## config.mk

```make
export PLATFORM = sky130hd
export DESIGN_NAME = median_mad_outlier_threshold_core
export DESIGN_NICKNAME = d
export VERILOG_FILES = /design/src/hdl/mmot_pkg.sv /design/src/hdl/mmot_ram.sv /design/src/hdl/mmot_ctrl.sv /design/src/hdl/mmot_dp.sv /design/src/hdl/median_mad_outlier_threshold_core.sv
export SDC_FILE = /design/constraint.sdc
export NUM_CORES = 2
export LEC_CHECK = 0
export BUFFER_PORTS_ARGS = -buffer_cell sky130_fd_sc_hd__buf_2
export CORE_ASPECT_RATIO = 1.4
export CORE_UTILIZATION = 45
export CTS_CLUSTER_DIAMETER = 120
export DETAILED_ROUTE_END_ITERATION = 6
export GPL_TIMING_DRIVEN = 0
export PLACE_DENSITY_LB_ADDON = 0.15
export SETUP_SLACK_MARGIN = 0.4
export SLEW_MARGIN = 20
export SYNTH_ARGS = -nofsm -noshare
export SYNTH_HDL_FRONTEND = slang
export SYNTH_SLANG_ARGS = --single-unit
```

## constraint.sdc

```tcl
create_clock -name clk -period 14.8 [get_ports clk]
set_input_delay 1.48 -clock clk [delete_from_list [all_inputs] [get_ports clk]]
set_output_delay 1.48 -clock clk [all_outputs]
set_load 0.01 [all_outputs]
```

## src/hdl/mmot_pkg.sv

```systemverilog
// ----------------------------------------------------------------------------
// mmot_pkg
// Shared types, constants and controller/datapath interface structs for the
// median / MAD outlier threshold core.
// ----------------------------------------------------------------------------
package mmot_pkg;

  // Field widths
  localparam int VAL_W    = 24;
  localparam int K_W      = 16;
  localparam int K_FRAC   = 12;
  localparam int CNT_W    = 7;
  localparam int BIT_W    = 5;
  localparam int PROD_W   = K_W + VAL_W;

  // Capacity default
  localparam int MAX_SAMPLES_DEF = 64;

  // Configuration register indexes and reset values
  localparam int CFG_IDX_W = 2;
  localparam logic [CFG_IDX_W-1:0] REG_SCALE = 2'd0;
  localparam logic [CFG_IDX_W-1:0] REG_FLOOR = 2'd1;
  localparam logic [K_W-1:0]   SCALE_RST = 16'd15182;
  localparam logic [VAL_W-1:0] FLOOR_RST = 24'd256;

  // Top bit of a sample, first bit resolved by the selection passes
  localparam logic [BIT_W-1:0] TOP_BIT = 5'd23;

  // Input item
  typedef struct packed {
    logic [VAL_W-1:0] error_value;
    logic             has_value;
    logic             last;
  } in_item_t;

  // Result item
  typedef struct packed {
    logic [VAL_W-1:0] threshold;
    logic [VAL_W-1:0] median_value;
    logic [VAL_W-1:0] mad_value;
    logic [CNT_W-1:0] sample_count;
    logic             overflow;
  } out_item_t;

  // Controller to datapath commands
  typedef struct packed {
    logic             init;      // clear prefixes, load ranks
    logic             rd_en;     // read sample store
    logic             acc;       // count the returned sample
    logic             step;      // resolve one bit of both prefixes
    logic             set_med;   // latch median, restart for deviations
    logic             set_mad;   // latch MAD
    logic             mul;       // k * MAD
    logic             thr;       // saturate, apply floor
    logic             empty;     // empty set result
    logic             load_out;  // move result to output register, clear set
    logic             phase;     // 0: samples, 1: absolute deviations
    logic [BIT_W-1:0] bit_idx;
  } dp_cmd_t;

  // Datapath to controller status
  typedef struct packed {
    logic fill_zero;
    logic addr_last;
    logic out_free;
  } dp_sts_t;

endpackage

```

## src/hdl/mmot_ram.sv

```systemverilog
// ----------------------------------------------------------------------------
// mmot_ram
// Simple dual-port RAM: one write port, one read port with registered data.
// ----------------------------------------------------------------------------
module mmot_ram #(
  parameter int WIDTH = 24,
  parameter int DEPTH = 64
) (
  input  logic                     clk,
  input  logic                     we,
  input  logic [$clog2(DEPTH)-1:0] waddr,
  input  logic [WIDTH-1:0]         wdata,
  input  logic                     re,
  input  logic [$clog2(DEPTH)-1:0] raddr,
  output logic [WIDTH-1:0]         rdata
);

  logic [WIDTH-1:0] mem [DEPTH];

  // Write port
  always_ff @(posedge clk) begin
    if (we) begin
      mem[waddr] <= wdata;
    end
  end

  // Registered read port
  always_ff @(posedge clk) begin
    if (re) begin
      rdata <= mem[raddr];
    end
  end

endmodule

```

## src/hdl/mmot_ctrl.sv

```systemverilog
// ----------------------------------------------------------------------------
// mmot_ctrl
// Sequencer: loads samples, then runs the bitwise selection passes for the
// median and the MAD, the scaling steps and the result transfer.
// ----------------------------------------------------------------------------
module mmot_ctrl #(
  parameter int MAX_SAMPLES = mmot_pkg::MAX_SAMPLES_DEF
) (
  input  logic                           clk,
  input  logic                           rst_n,
  input  logic                           in_valid,
  input  logic                           in_last,
  output logic                           in_stall,
  input  mmot_pkg::dp_sts_t              sts,
  output mmot_pkg::dp_cmd_t              cmd,
  output logic [$clog2(MAX_SAMPLES)-1:0] rd_addr
);

  localparam int AW = $clog2(MAX_SAMPLES);

  localparam logic [3:0] S_LOAD  = 4'd0;
  localparam logic [3:0] S_START = 4'd1;
  localparam logic [3:0] S_PASS  = 4'd2;
  localparam logic [3:0] S_WAIT  = 4'd3;
  localparam logic [3:0] S_STEP  = 4'd4;
  localparam logic [3:0] S_MED   = 4'd5;
  localparam logic [3:0] S_MAD   = 4'd6;
  localparam logic [3:0] S_MUL   = 4'd7;
  localparam logic [3:0] S_THR   = 4'd8;
  localparam logic [3:0] S_DONE  = 4'd9;

  logic [3:0]                   state_r, state_nxt;
  logic [AW-1:0]                addr_r, addr_nxt;
  logic [mmot_pkg::BIT_W-1:0]   bit_r, bit_nxt;
  logic                         phase_r, phase_nxt;
  logic                         rdq_r, rdq_nxt;

  // Next state and commands
  always_comb begin
    state_nxt = state_r;
    addr_nxt  = addr_r;
    bit_nxt   = bit_r;
    phase_nxt = phase_r;
    cmd       = '0;
    cmd.phase   = phase_r;
    cmd.bit_idx = bit_r;
    cmd.acc     = rdq_r;
    case (state_r)
      S_LOAD: begin
        if (in_valid && in_last) begin
          state_nxt = S_START;
        end
      end
      S_START: begin
        if (sts.fill_zero) begin
          cmd.empty = 1'b1;
          state_nxt = S_DONE;
        end else begin
          cmd.init  = 1'b1;
          addr_nxt  = '0;
          bit_nxt   = mmot_pkg::TOP_BIT;
          phase_nxt = 1'b0;
          state_nxt = S_PASS;
        end
      end
      S_PASS: begin
        cmd.rd_en = 1'b1;
        if (sts.addr_last) begin
          addr_nxt  = '0;
          state_nxt = S_WAIT;
        end else begin
          addr_nxt = addr_r + 1'b1;
        end
      end
      S_WAIT: begin
        // last read data is counted here
        state_nxt = S_STEP;
      end
      S_STEP: begin
        cmd.step = 1'b1;
        if (bit_r == '0) begin
          state_nxt = phase_r ? S_MAD : S_MED;
        end else begin
          bit_nxt   = bit_r - 1'b1;
          state_nxt = S_PASS;
        end
      end
      S_MED: begin
        cmd.set_med = 1'b1;
        phase_nxt   = 1'b1;
        bit_nxt     = mmot_pkg::TOP_BIT;
        state_nxt   = S_PASS;
      end
      S_MAD: begin
        cmd.set_mad = 1'b1;
        state_nxt   = S_MUL;
      end
      S_MUL: begin
        cmd.mul   = 1'b1;
        state_nxt = S_THR;
      end
      S_THR: begin
        cmd.thr   = 1'b1;
        state_nxt = S_DONE;
      end
      S_DONE: begin
        if (sts.out_free) begin
          cmd.load_out = 1'b1;
          state_nxt    = S_LOAD;
        end
      end
      default: begin
        state_nxt = S_LOAD;
      end
    endcase
  end

  assign rdq_nxt  = cmd.rd_en;
  assign rd_addr  = addr_r;
  assign in_stall = (state_r != S_LOAD);

  // Control registers
  always_ff @(posedge clk) begin
    if (!rst_n) begin
      state_r <= S_LOAD;
      addr_r  <= '0;
      bit_r   <= '0;
      phase_r <= 1'b0;
      rdq_r   <= 1'b0;
    end else begin
      state_r <= state_nxt;
      addr_r  <= addr_nxt;
      bit_r   <= bit_nxt;
      phase_r <= phase_nxt;
      rdq_r   <= rdq_nxt;
    end
  end

endmodule

```

## src/hdl/mmot_dp.sv

```systemverilog
// ----------------------------------------------------------------------------
// mmot_dp
// Datapath: sample store, fill count, configuration registers, two bitwise
// rank selectors, scaling, saturation and the output register.
// ----------------------------------------------------------------------------
module mmot_dp #(
  parameter int MAX_SAMPLES = mmot_pkg::MAX_SAMPLES_DEF
) (
  input  logic                                clk,
  input  logic                                rst_n,
  input  logic                                in_accept,
  input  mmot_pkg::in_item_t                  in_data,
  output logic                                out_valid,
  input  logic                                out_stall,
  output mmot_pkg::out_item_t                 out_data,
  input  logic                                cfg_we,
  input  logic [mmot_pkg::CFG_IDX_W-1:0]      cfg_index,
  input  logic [mmot_pkg::VAL_W-1:0]          cfg_wdata,
  input  mmot_pkg::dp_cmd_t                   cmd,
  input  logic [$clog2(MAX_SAMPLES)-1:0]      rd_addr,
  output mmot_pkg::dp_sts_t                   sts
);

  localparam int AW    = $clog2(MAX_SAMPLES);
  localparam int CW    = $clog2(MAX_SAMPLES + 1);
  localparam int VW    = mmot_pkg::VAL_W;
  localparam int PW    = mmot_pkg::PROD_W;
  localparam int NW    = mmot_pkg::CNT_W;
  localparam logic [CW-1:0] CAP = CW'(MAX_SAMPLES);

  logic [mmot_pkg::K_W-1:0] scale_r;
  logic [VW-1:0]            floor_r;
  logic [CW-1:0]            fill_r, fill_nxt;
  logic                     ovf_r, ovf_nxt;
  logic                     ram_we;
  logic [VW-1:0]            rd_data;
  logic [CW-1:0]            fill_m1;

  logic [VW-1:0]            pre_lo_r, pre_hi_r;
  logic [CW-1:0]            rank_lo_r, rank_hi_r;
  logic [CW-1:0]            cnt_lo_r, cnt_hi_r;
  logic [VW-1:0]            med_r, mad_r, thr_r;
  logic [PW-1:0]            prod_r;

  logic [VW-1:0]            sel_val;
  logic [VW:0]              hi_mask_w;
  logic [VW-1:0]            hi_mask;
  logic [VW-1:0]            bit_one;
  logic                     hit_lo, hit_hi;
  logic [VW:0]              mid_sum;
  logic [VW+4:0]            thr_sum;
  logic [VW-1:0]            thr_sat;
  logic [CW+NW-1:0]         cnt_ext;
  logic                     out_valid_r;
  mmot_pkg::out_item_t      out_r;

  // Configuration registers
  always_ff @(posedge clk) begin
    if (!rst_n) begin
      scale_r <= mmot_pkg::SCALE_RST;
      floor_r <= mmot_pkg::FLOOR_RST;
    end else if (cfg_we) begin
      case (cfg_index)
        mmot_pkg::REG_SCALE: scale_r <= cfg_wdata[mmot_pkg::K_W-1:0];
        mmot_pkg::REG_FLOOR: floor_r <= cfg_wdata;
        default: ;
      endcase
    end
  end

  // Fill count and overflow: store a sample, drop it when full, clear on transfer
  assign ram_we = in_accept && in_data.has_value && (fill_r < CAP);
  always_comb begin
    fill_nxt = fill_r;
    ovf_nxt  = ovf_r;
    if (cmd.load_out) begin
      fill_nxt = '0;
      ovf_nxt  = 1'b0;
    end else if (in_accept && in_data.has_value) begin
      if (fill_r < CAP) begin
        fill_nxt = fill_r + 1'b1;
      end else begin
        ovf_nxt = 1'b1;
      end
    end
  end

  always_ff @(posedge clk) begin
    if (!rst_n) begin
      fill_r <= '0;
      ovf_r  <= 1'b0;
    end else begin
      fill_r <= fill_nxt;
      ovf_r  <= ovf_nxt;
    end
  end

  mmot_ram #(
    .WIDTH (VW),
    .DEPTH (MAX_SAMPLES)
  ) u_sample_ram (
    .clk   (clk),
    .we    (ram_we),
    .waddr (fill_r[AW-1:0]),
    .wdata (in_data.error_value),
    .re    (cmd.rd_en),
    .raddr (rd_addr),
    .rdata (rd_data)
  );

  // Selection value: the sample, or its distance from the median
  assign sel_val = !cmd.phase ? rd_data :
                   (rd_data >= med_r) ? (rd_data - med_r) : (med_r - rd_data);

  // Match the resolved upper bits and test the current bit for zero
  assign hi_mask_w = {(VW+1){1'b1}} << ({1'b0, cmd.bit_idx} + 1'b1);
  assign hi_mask   = hi_mask_w[VW-1:0];
  assign bit_one   = {{(VW-1){1'b0}}, 1'b1} << cmd.bit_idx;
  assign hit_lo    = (((sel_val ^ pre_lo_r) & hi_mask) == '0) && !sel_val[cmd.bit_idx];
  assign hit_hi    = (((sel_val ^ pre_hi_r) & hi_mask) == '0) && !sel_val[cmd.bit_idx];

  assign fill_m1 = fill_r - 1'b1;
  assign mid_sum = {1'b0, pre_lo_r} + {1'b0, pre_hi_r};

  // Rank selectors for the lower and upper middle element
  always_ff @(posedge clk) begin
    if (cmd.init || cmd.set_med) begin
      pre_lo_r  <= '0;
      pre_hi_r  <= '0;
      rank_lo_r <= fill_m1 >> 1;
      rank_hi_r <= fill_r >> 1;
      cnt_lo_r  <= '0;
      cnt_hi_r  <= '0;
    end else if (cmd.step) begin
      if (rank_lo_r >= cnt_lo_r) begin
        pre_lo_r  <= pre_lo_r | bit_one;
        rank_lo_r <= rank_lo_r - cnt_lo_r;
      end
      if (rank_hi_r >= cnt_hi_r) begin
        pre_hi_r  <= pre_hi_r | bit_one;
        rank_hi_r <= rank_hi_r - cnt_hi_r;
      end
      cnt_lo_r <= '0;
      cnt_hi_r <= '0;
    end else if (cmd.acc) begin
      if (hit_lo) begin
        cnt_lo_r <= cnt_lo_r + 1'b1;
      end
      if (hit_hi) begin
        cnt_hi_r <= cnt_hi_r + 1'b1;
      end
    end
  end

  // Median, MAD, scaling and threshold
  assign thr_sum = {5'b0, med_r} + {1'b0, prod_r[PW-1:mmot_pkg::K_FRAC]};
  assign thr_sat = (thr_sum[VW+4:VW] != '0) ? {VW{1'b1}} : thr_sum[VW-1:0];

  always_ff @(posedge clk) begin
    if (cmd.empty) begin
      med_r <= '0;
      mad_r <= '0;
      thr_r <= floor_r;
    end else begin
      if (cmd.set_med) begin
        med_r <= mid_sum[VW:1];
      end
      if (cmd.set_mad) begin
        mad_r <= mid_sum[VW:1];
      end
      if (cmd.mul) begin
        prod_r <= scale_r * mad_r;
      end
      if (cmd.thr) begin
        thr_r <= (thr_sat < floor_r) ? floor_r : thr_sat;
      end
    end
  end

  // Output register: load when free or being taken, drop on transfer
  assign cnt_ext = {{NW{1'b0}}, fill_r};
  always_ff @(posedge clk) begin
    if (!rst_n) begin
      out_valid_r <= 1'b0;
    end else if (cmd.load_out) begin
      out_valid_r <= 1'b1;
    end else if (!out_stall) begin
      out_valid_r <= 1'b0;
    end
  end

  always_ff @(posedge clk) begin
    if (cmd.load_out) begin
      out_r.threshold    <= thr_r;
      out_r.median_value <= med_r;
      out_r.mad_value    <= mad_r;
      out_r.sample_count <= cnt_ext[NW-1:0];
      out_r.overflow     <= ovf_r;
    end
  end

  assign out_valid     = out_valid_r;
  assign out_data      = out_r;
  assign sts.fill_zero = (fill_r == '0);
  assign sts.addr_last = (rd_addr == fill_m1[AW-1:0]);
  assign sts.out_free  = !out_valid_r || !out_stall;

endmodule

```

## src/hdl/median_mad_outlier_threshold_core.sv

```systemverilog
// ----------------------------------------------------------------------------
// median_mad_outlier_threshold_core
// Robust outlier threshold from the median and MAD of a set of Q16.8 errors.
// ----------------------------------------------------------------------------
// Samples are taken one per cycle into a single RAM of MAX_SAMPLES entries;
// samples beyond capacity are dropped and flagged. The item with last closes
// the set. The median and then the MAD are each found by 24 bitwise rank
// passes over the stored set, one RAM read per cycle; an empty set skips them.
// The input is stalled from the close of a set until the result is moved to
// the output register. The result then sits in an
// output register, so the next set can load while it waits to be taken.
// threshold = max(floor, median + (k * MAD) >> 12), saturated to 24 bits.
// ----------------------------------------------------------------------------
module median_mad_outlier_threshold_core #(
  parameter int MAX_SAMPLES = mmot_pkg::MAX_SAMPLES_DEF
) (
  input  logic                           clk,
  input  logic                           rst_n,
  input  logic                           in_valid,
  output logic                           in_stall,
  input  mmot_pkg::in_item_t             in_data,
  output logic                           out_valid,
  input  logic                           out_stall,
  output mmot_pkg::out_item_t            out_data,
  input  logic                           cfg_we,
  input  logic [mmot_pkg::CFG_IDX_W-1:0] cfg_index,
  input  logic [mmot_pkg::VAL_W-1:0]     cfg_wdata
);

  mmot_pkg::dp_cmd_t              cmd;
  mmot_pkg::dp_sts_t              sts;
  logic [$clog2(MAX_SAMPLES)-1:0] rd_addr;
  logic                           in_accept;

  assign in_accept = in_valid && !in_stall;

  mmot_ctrl #(
    .MAX_SAMPLES (MAX_SAMPLES)
  ) u_ctrl (
    .clk      (clk),
    .rst_n    (rst_n),
    .in_valid (in_valid),
    .in_last  (in_data.last),
    .in_stall (in_stall),
    .sts      (sts),
    .cmd      (cmd),
    .rd_addr  (rd_addr)
  );

  mmot_dp #(
    .MAX_SAMPLES (MAX_SAMPLES)
  ) u_dp (
    .clk       (clk),
    .rst_n     (rst_n),
    .in_accept (in_accept),
    .in_data   (in_data),
    .out_valid (out_valid),
    .out_stall (out_stall),
    .out_data  (out_data),
    .cfg_we    (cfg_we),
    .cfg_index (cfg_index),
    .cfg_wdata (cfg_wdata),
    .cmd       (cmd),
    .rd_addr   (rd_addr),
    .sts       (sts)
  );

  // A new result only appears after the sequencer has loaded it
  a_load_before_valid: assert property (@(posedge clk) disable iff (!rst_n)
    $rose(out_valid) |-> $past(cmd.load_out))
    else $error("result appeared without a load");

  // No input transfer while selection passes run
  a_stall_in_pass: assert property (@(posedge clk) disable iff (!rst_n)
    (cmd.rd_en || cmd.acc) |-> in_stall)
    else $error("input open during selection");

  // Threshold never falls below the median
  a_thr_ge_med: assert property (@(posedge clk) disable iff (!rst_n)
    out_valid |-> (out_data.threshold >= out_data.median_value))
    else $error("threshold below median");

endmodule
```

==> flow_metrics.py <==
metrics = {
    "final_layout": {
        "multi_input_comb_area_mm2": 0.0340,
        "fillers": 16800,
        "area_growth_pct": 13.8,
        "layout-drive-gt1-share_pct": 18.1,
        "nNetsFinal": 6973,
        "regArea_mm2": 0.0547,
        "final_util_pct": 51.5,
        "fin_area_mm2": 0.104,
    },
    "setup_path": {
        "cp_max_fo": 10,
        "r2r-end": "u_dp.prod_r[39]$_DFFE_PP_",
        "worst-r2r-cell-count": 25,
        "crit_buf_inv": 5,
        "crit_family": "compound AO/OA/AOI/OAI gates",
        "critical_path_class": "flop to flop",
        "ff2ff_setup_slack_ns": 5.32,
        "path_common_cell": "fa_1",
        "worstPathArrival_ns": 10.05,
        "crit_slowest_cell": "clkbuf_1",
        "critPathLaunchType": "flop",
        "r2r-start": "u_dp.scale_r[7]$_SDFFE_PN0P_",
        "cpPeakStageDelay_ns": 0.85,
        "end_kind": "flop",
        "critPathRequiredTime_ns": 15.37,
    },
    "cts": {
        "cts_buffer_depth": 4,
        "clock_latency_ns": 0.86,
        "cts-htree-levels": 4,
        "cts_tree": "done",
        "root_buffer": "clkbuf_16",
        "cts-buffers-inserted": 190,
        "post_cts_buffers": 0,
        "ctsHoldBuffers": 0,
        "cts.sinks": 1882,
        "postCtsResizedCells": 0,
        "cts.clk_slew.worst_paths_ns": 0.06,
    },
    "routing": {
        "num_vias": 53400,
        "post_drt_wl_per_cell_um": 30.5,
        "ant_nets": 0,
        "drtIter0Drc": 4294,
        "totalWireLength_um": 280000,
        "via_per_inst": 5.83,
        "first_pass_iters": 7,
        "drcViolationCount": 138,
    },
    "synthesis": {
        "avgSynthCellArea_um2": 15.3,
        "synth-main-ff-cell": "edfxtp_1",
        "synth_cell_types": 101,
        "yosysSeqAreaShare_pct": 60.0,
        "synth_edf_count": 1704,
        "netlist_area_mm2": 0.0911,
        "synth_seq_cells": 1882,
        "syn_nets": 6567,
        "async_flop_share_pct": 0,
        "yosysWarnings": 0,
        "synth_cells": 5944,
    },
    "timing": {
        "relSlewSlack_pct": 20.0,
        "postLayoutSetupSlackWorst_ns": 5.32,
        "rsz0062_at_grt": "no",
        "fmax_mhz": 105,
        "report.final.setup_viol": 0,
        "finalCritPeriodShare_pct": 64.1,
        "final_max_slew_viol_count": 0,
        "setup_tns_ns": 0,
        "hold_violations": 0,
        "clock_skew_ns": 0.0676,
        "tightestPinTransition_ns": 1.20,
        "period_needed_ns": 9.48,
    },
    "global_routing": {
        "grt_max_degree": 65,
        "grt_pass1_wl_um": 399000,
        "antenna_found_initial": 17,
        "grt_pass1_vias": 55100,
        "grt_usage_pct": 27.5,
        "overflow": 0,
    },
    "power_and_ir_drop": {
        "intPower_w": 0.00869,
        "combPwrFrac_pct": 4.2,
        "leakagePower_nw": 35.5,
        "powerDensity_mw_per_mm2": 107,
        "finalPower_w": 0.0111,
        "seqPwrFrac_pct": 52.9,
        "swShare_pct": 21.6,
        "p_switching_w": 0.00239,
        "vdd_drop_max_uv": 113,
        "p_clk_share_pct": 42.9,
    },
    "min_path": {
        "hold_path_startpoint": "u_dp.thr_r[10]$_DFFE_PP_",
        "hold_end": "u_dp.out_data[66]$_DFFE_PP_",
        "min_path_type": "flop to flop",
        "hold-path-cell-count": 0,
    },
    "placed_design": {
        "place_area_mm2": 0.0976,
        "post-place-ws_ns": 5.27,
        "place.gp.congestion": 0.985,
        "numPortBuffers": 138,
        "dp_hpwl_um": 208000,
    },
    "floorplanning": {
        "core_area_mm2": 0.202,
        "row_count": 195,
        "die_area_mm2": 0.204,
        "die_x_um": 382,
        "die_h_um": 535,
        "io_pins": 139,
        "start_util_pct": 45.2,
    },
    "status": {
        "status": "complete, but fails checks",
        "violations": "design-rule violations",
    },
    "flow_run": {
        "cap_violations": 0,
    },
}
==> kinds of logic (layout without fill, tap and decap cells) <==
group / count (synthesis) / after routing / share of synthesized area, %
AO/OA/AOI/OAI: 694 / 694 / 5.09
XOR/XNOR: 163 / 163 / 1.58
adder cells (fa/ha/maj): 566 / 566 / 10.3
buffers and inverters: 767 / 1315 / 3.21
flip-flops: 1882 / 1882 / 60.0
multiplexers: 532 / 532 / 12.8
other: 0 / 7 / 0
AND/OR/NAND/NOR: 1340 / 1340 / 6.96
==> worst max path at each step <==
stage / from / endpoint / slack, ns / depth (start not counted)
floorplan: u_dp.mad_r[10]$_SDFFE_PP0P_ / u_dp.prod_r[39]$_DFFE_PP_ / 7.56 / 23
global placement: u_dp.scale_r[7]$_SDFFE_PN0P_ / u_dp.prod_r[39]$_DFFE_PP_ / 5.34 / 25
detailed placement: u_dp.scale_r[7]$_SDFFE_PN0P_ / u_dp.prod_r[39]$_DFFE_PP_ / 5.27 / 25
CTS: u_dp.scale_r[7]$_SDFFE_PN0P_ / u_dp.prod_r[39]$_DFFE_PP_ / 5.28 / 25
global route: u_dp.scale_r[7]$_SDFFE_PN0P_ / u_dp.prod_r[39]$_DFFE_PP_ / 4.96 / 25
finish: u_dp.scale_r[7]$_SDFFE_PN0P_ / u_dp.prod_r[39]$_DFFE_PP_ / 5.32 / 25
==> stage by stage <==
step / std cells / hold WS [ns]
floorplan: 5944 / 0.400
CTS: 9150 / 0.417
finish: 9158 / 0.416
detailed placement: 8816 / 0.405
global placement: 8741 / 0.402
global route: 9154 / 0.417
==> final cells by class <==
type,count,share of cell area (%)
Timing Repair Buffer,214,2.53
Sequential cell,1882,52.8
Clock buffer,228,4.76
Tap cell,2659,3.21
Buffer,299,1.17
Multi-Input combinational cell,3295,32.8
Clock inverter,106,1.04
Inverter,468,1.69
Antenna cell,7,0.0169
==> layer usage <==
layer	part of all wire [%]	wire (µm)	vias up	GRT usage, %
li1	-	-	23100	-
met1	36	99700	27900	31.4
met2	52	145000	1873	49.0
met3	5.0	14100	620	3.37
met4	7.3	20400	4	17.0
met5	0.0093	26	-	0
==> registers in the layout, indices dropped and copies added (netlist names), 5 cells and up <==
name	flops
u_dp.u_sample_ram.rdata	24
u_dp.thr_r	24
u_dp.scale_r	16
u_dp.prod_r	28
u_dp.cnt_hi_r	7
u_dp.pre_hi_r	24
u_dp.rank_lo_r	7
u_dp.mad_r	24
u_dp.pre_lo_r	24
u_dp.fill_r	7
u_dp.floor_r	24
u_dp.med_r	24
u_ctrl.rd_addr	6
u_dp.out_data	80
u_ctrl.bit_r	5
u_dp.rank_hi_r	7
u_dp.cnt_lo_r	7
u_dp.u_sample_ram.mem	1536
==> layout by cell type, fill, tap and decap left out, types with 23 or more instances in the layout <==
master and instances:
edfxtp_1 1704, nand2_1 521, mux4_2 504, inv_1 467
fa_1 311, ha_1 255, clkbuf_1 240, a21oi_1 229
nor2_1 213, clkbuf_16 192, and2_1 183, dfxtp_1 178
buf_2 145, o21ai_0 98, xnor2_1 98, nand3_1 66
nor2_4 65, xor2_1 64, nor3_1 57, buf_16 57
a21boi_0 49, a21o_1 48, buf_1 39, clkinv_2 37
nand2b_1 31, nor2b_1 30, clkinv_1 30, buf_4 28
o21a_1 27, and3_1 27, nand4_1 26, a2bb2oi_1 26
or3_1 25, mux2i_1 24, clkbuf_2 23
==> power groups by stage <==
stage / clock (W) / sequential (W) / combinational, W
5_1_grt: 0.00501 / 0.00587 / 0.000495
2_1_floorplan: 0 / 0.00597 / 0.000225
6_report: 0.00476 / 0.00587 / 0.000463
3_3_place_gp: 0 / 0.00599 / 0.000437
3_5_place_dp: 0 / 0.00598 / 0.000464
4_1_cts: 0.00483 / 0.00587 / 0.000466
==> synthesized netlist by cell type (13+ instances only) <==
library cell	count	area share [%]
nand4_1	26	0.18
o211ai_1	22	0.18
nor4_1	17	0.12
mux4_2	504	12
or3_1	25	0.17
clkbuf_1	223	0.92
nand2_1	527	2.2
nor3_1	57	0.31
mux2i_1	24	0.26
nand3b_1	13	0.11
a21boi_0	49	0.40
xnor2_1	98	0.94
ha_1	255	3.5
xor2_1	64	0.61
dfxtp_1	178	3.9
a2bb2oi_1	26	0.25
a21o_1	48	0.40
a211oi_1	16	0.13
o21a_1	27	0.22
o21ai_0	99	0.54
inv_1	467	1.9
nor2b_1	30	0.21
nand2b_1	31	0.21
edfxtp_1	1704	56
nand3_1	67	0.37
a31oi_1	22	0.15
buf_1	51	0.21
and2_1	183	1.3
and3_1	28	0.19
buf_2	21	0.12
fa_1	311	6.8
a21oi_1	230	1.3
nor2_1	278	1.1
(Power assumes the default switching activity.)
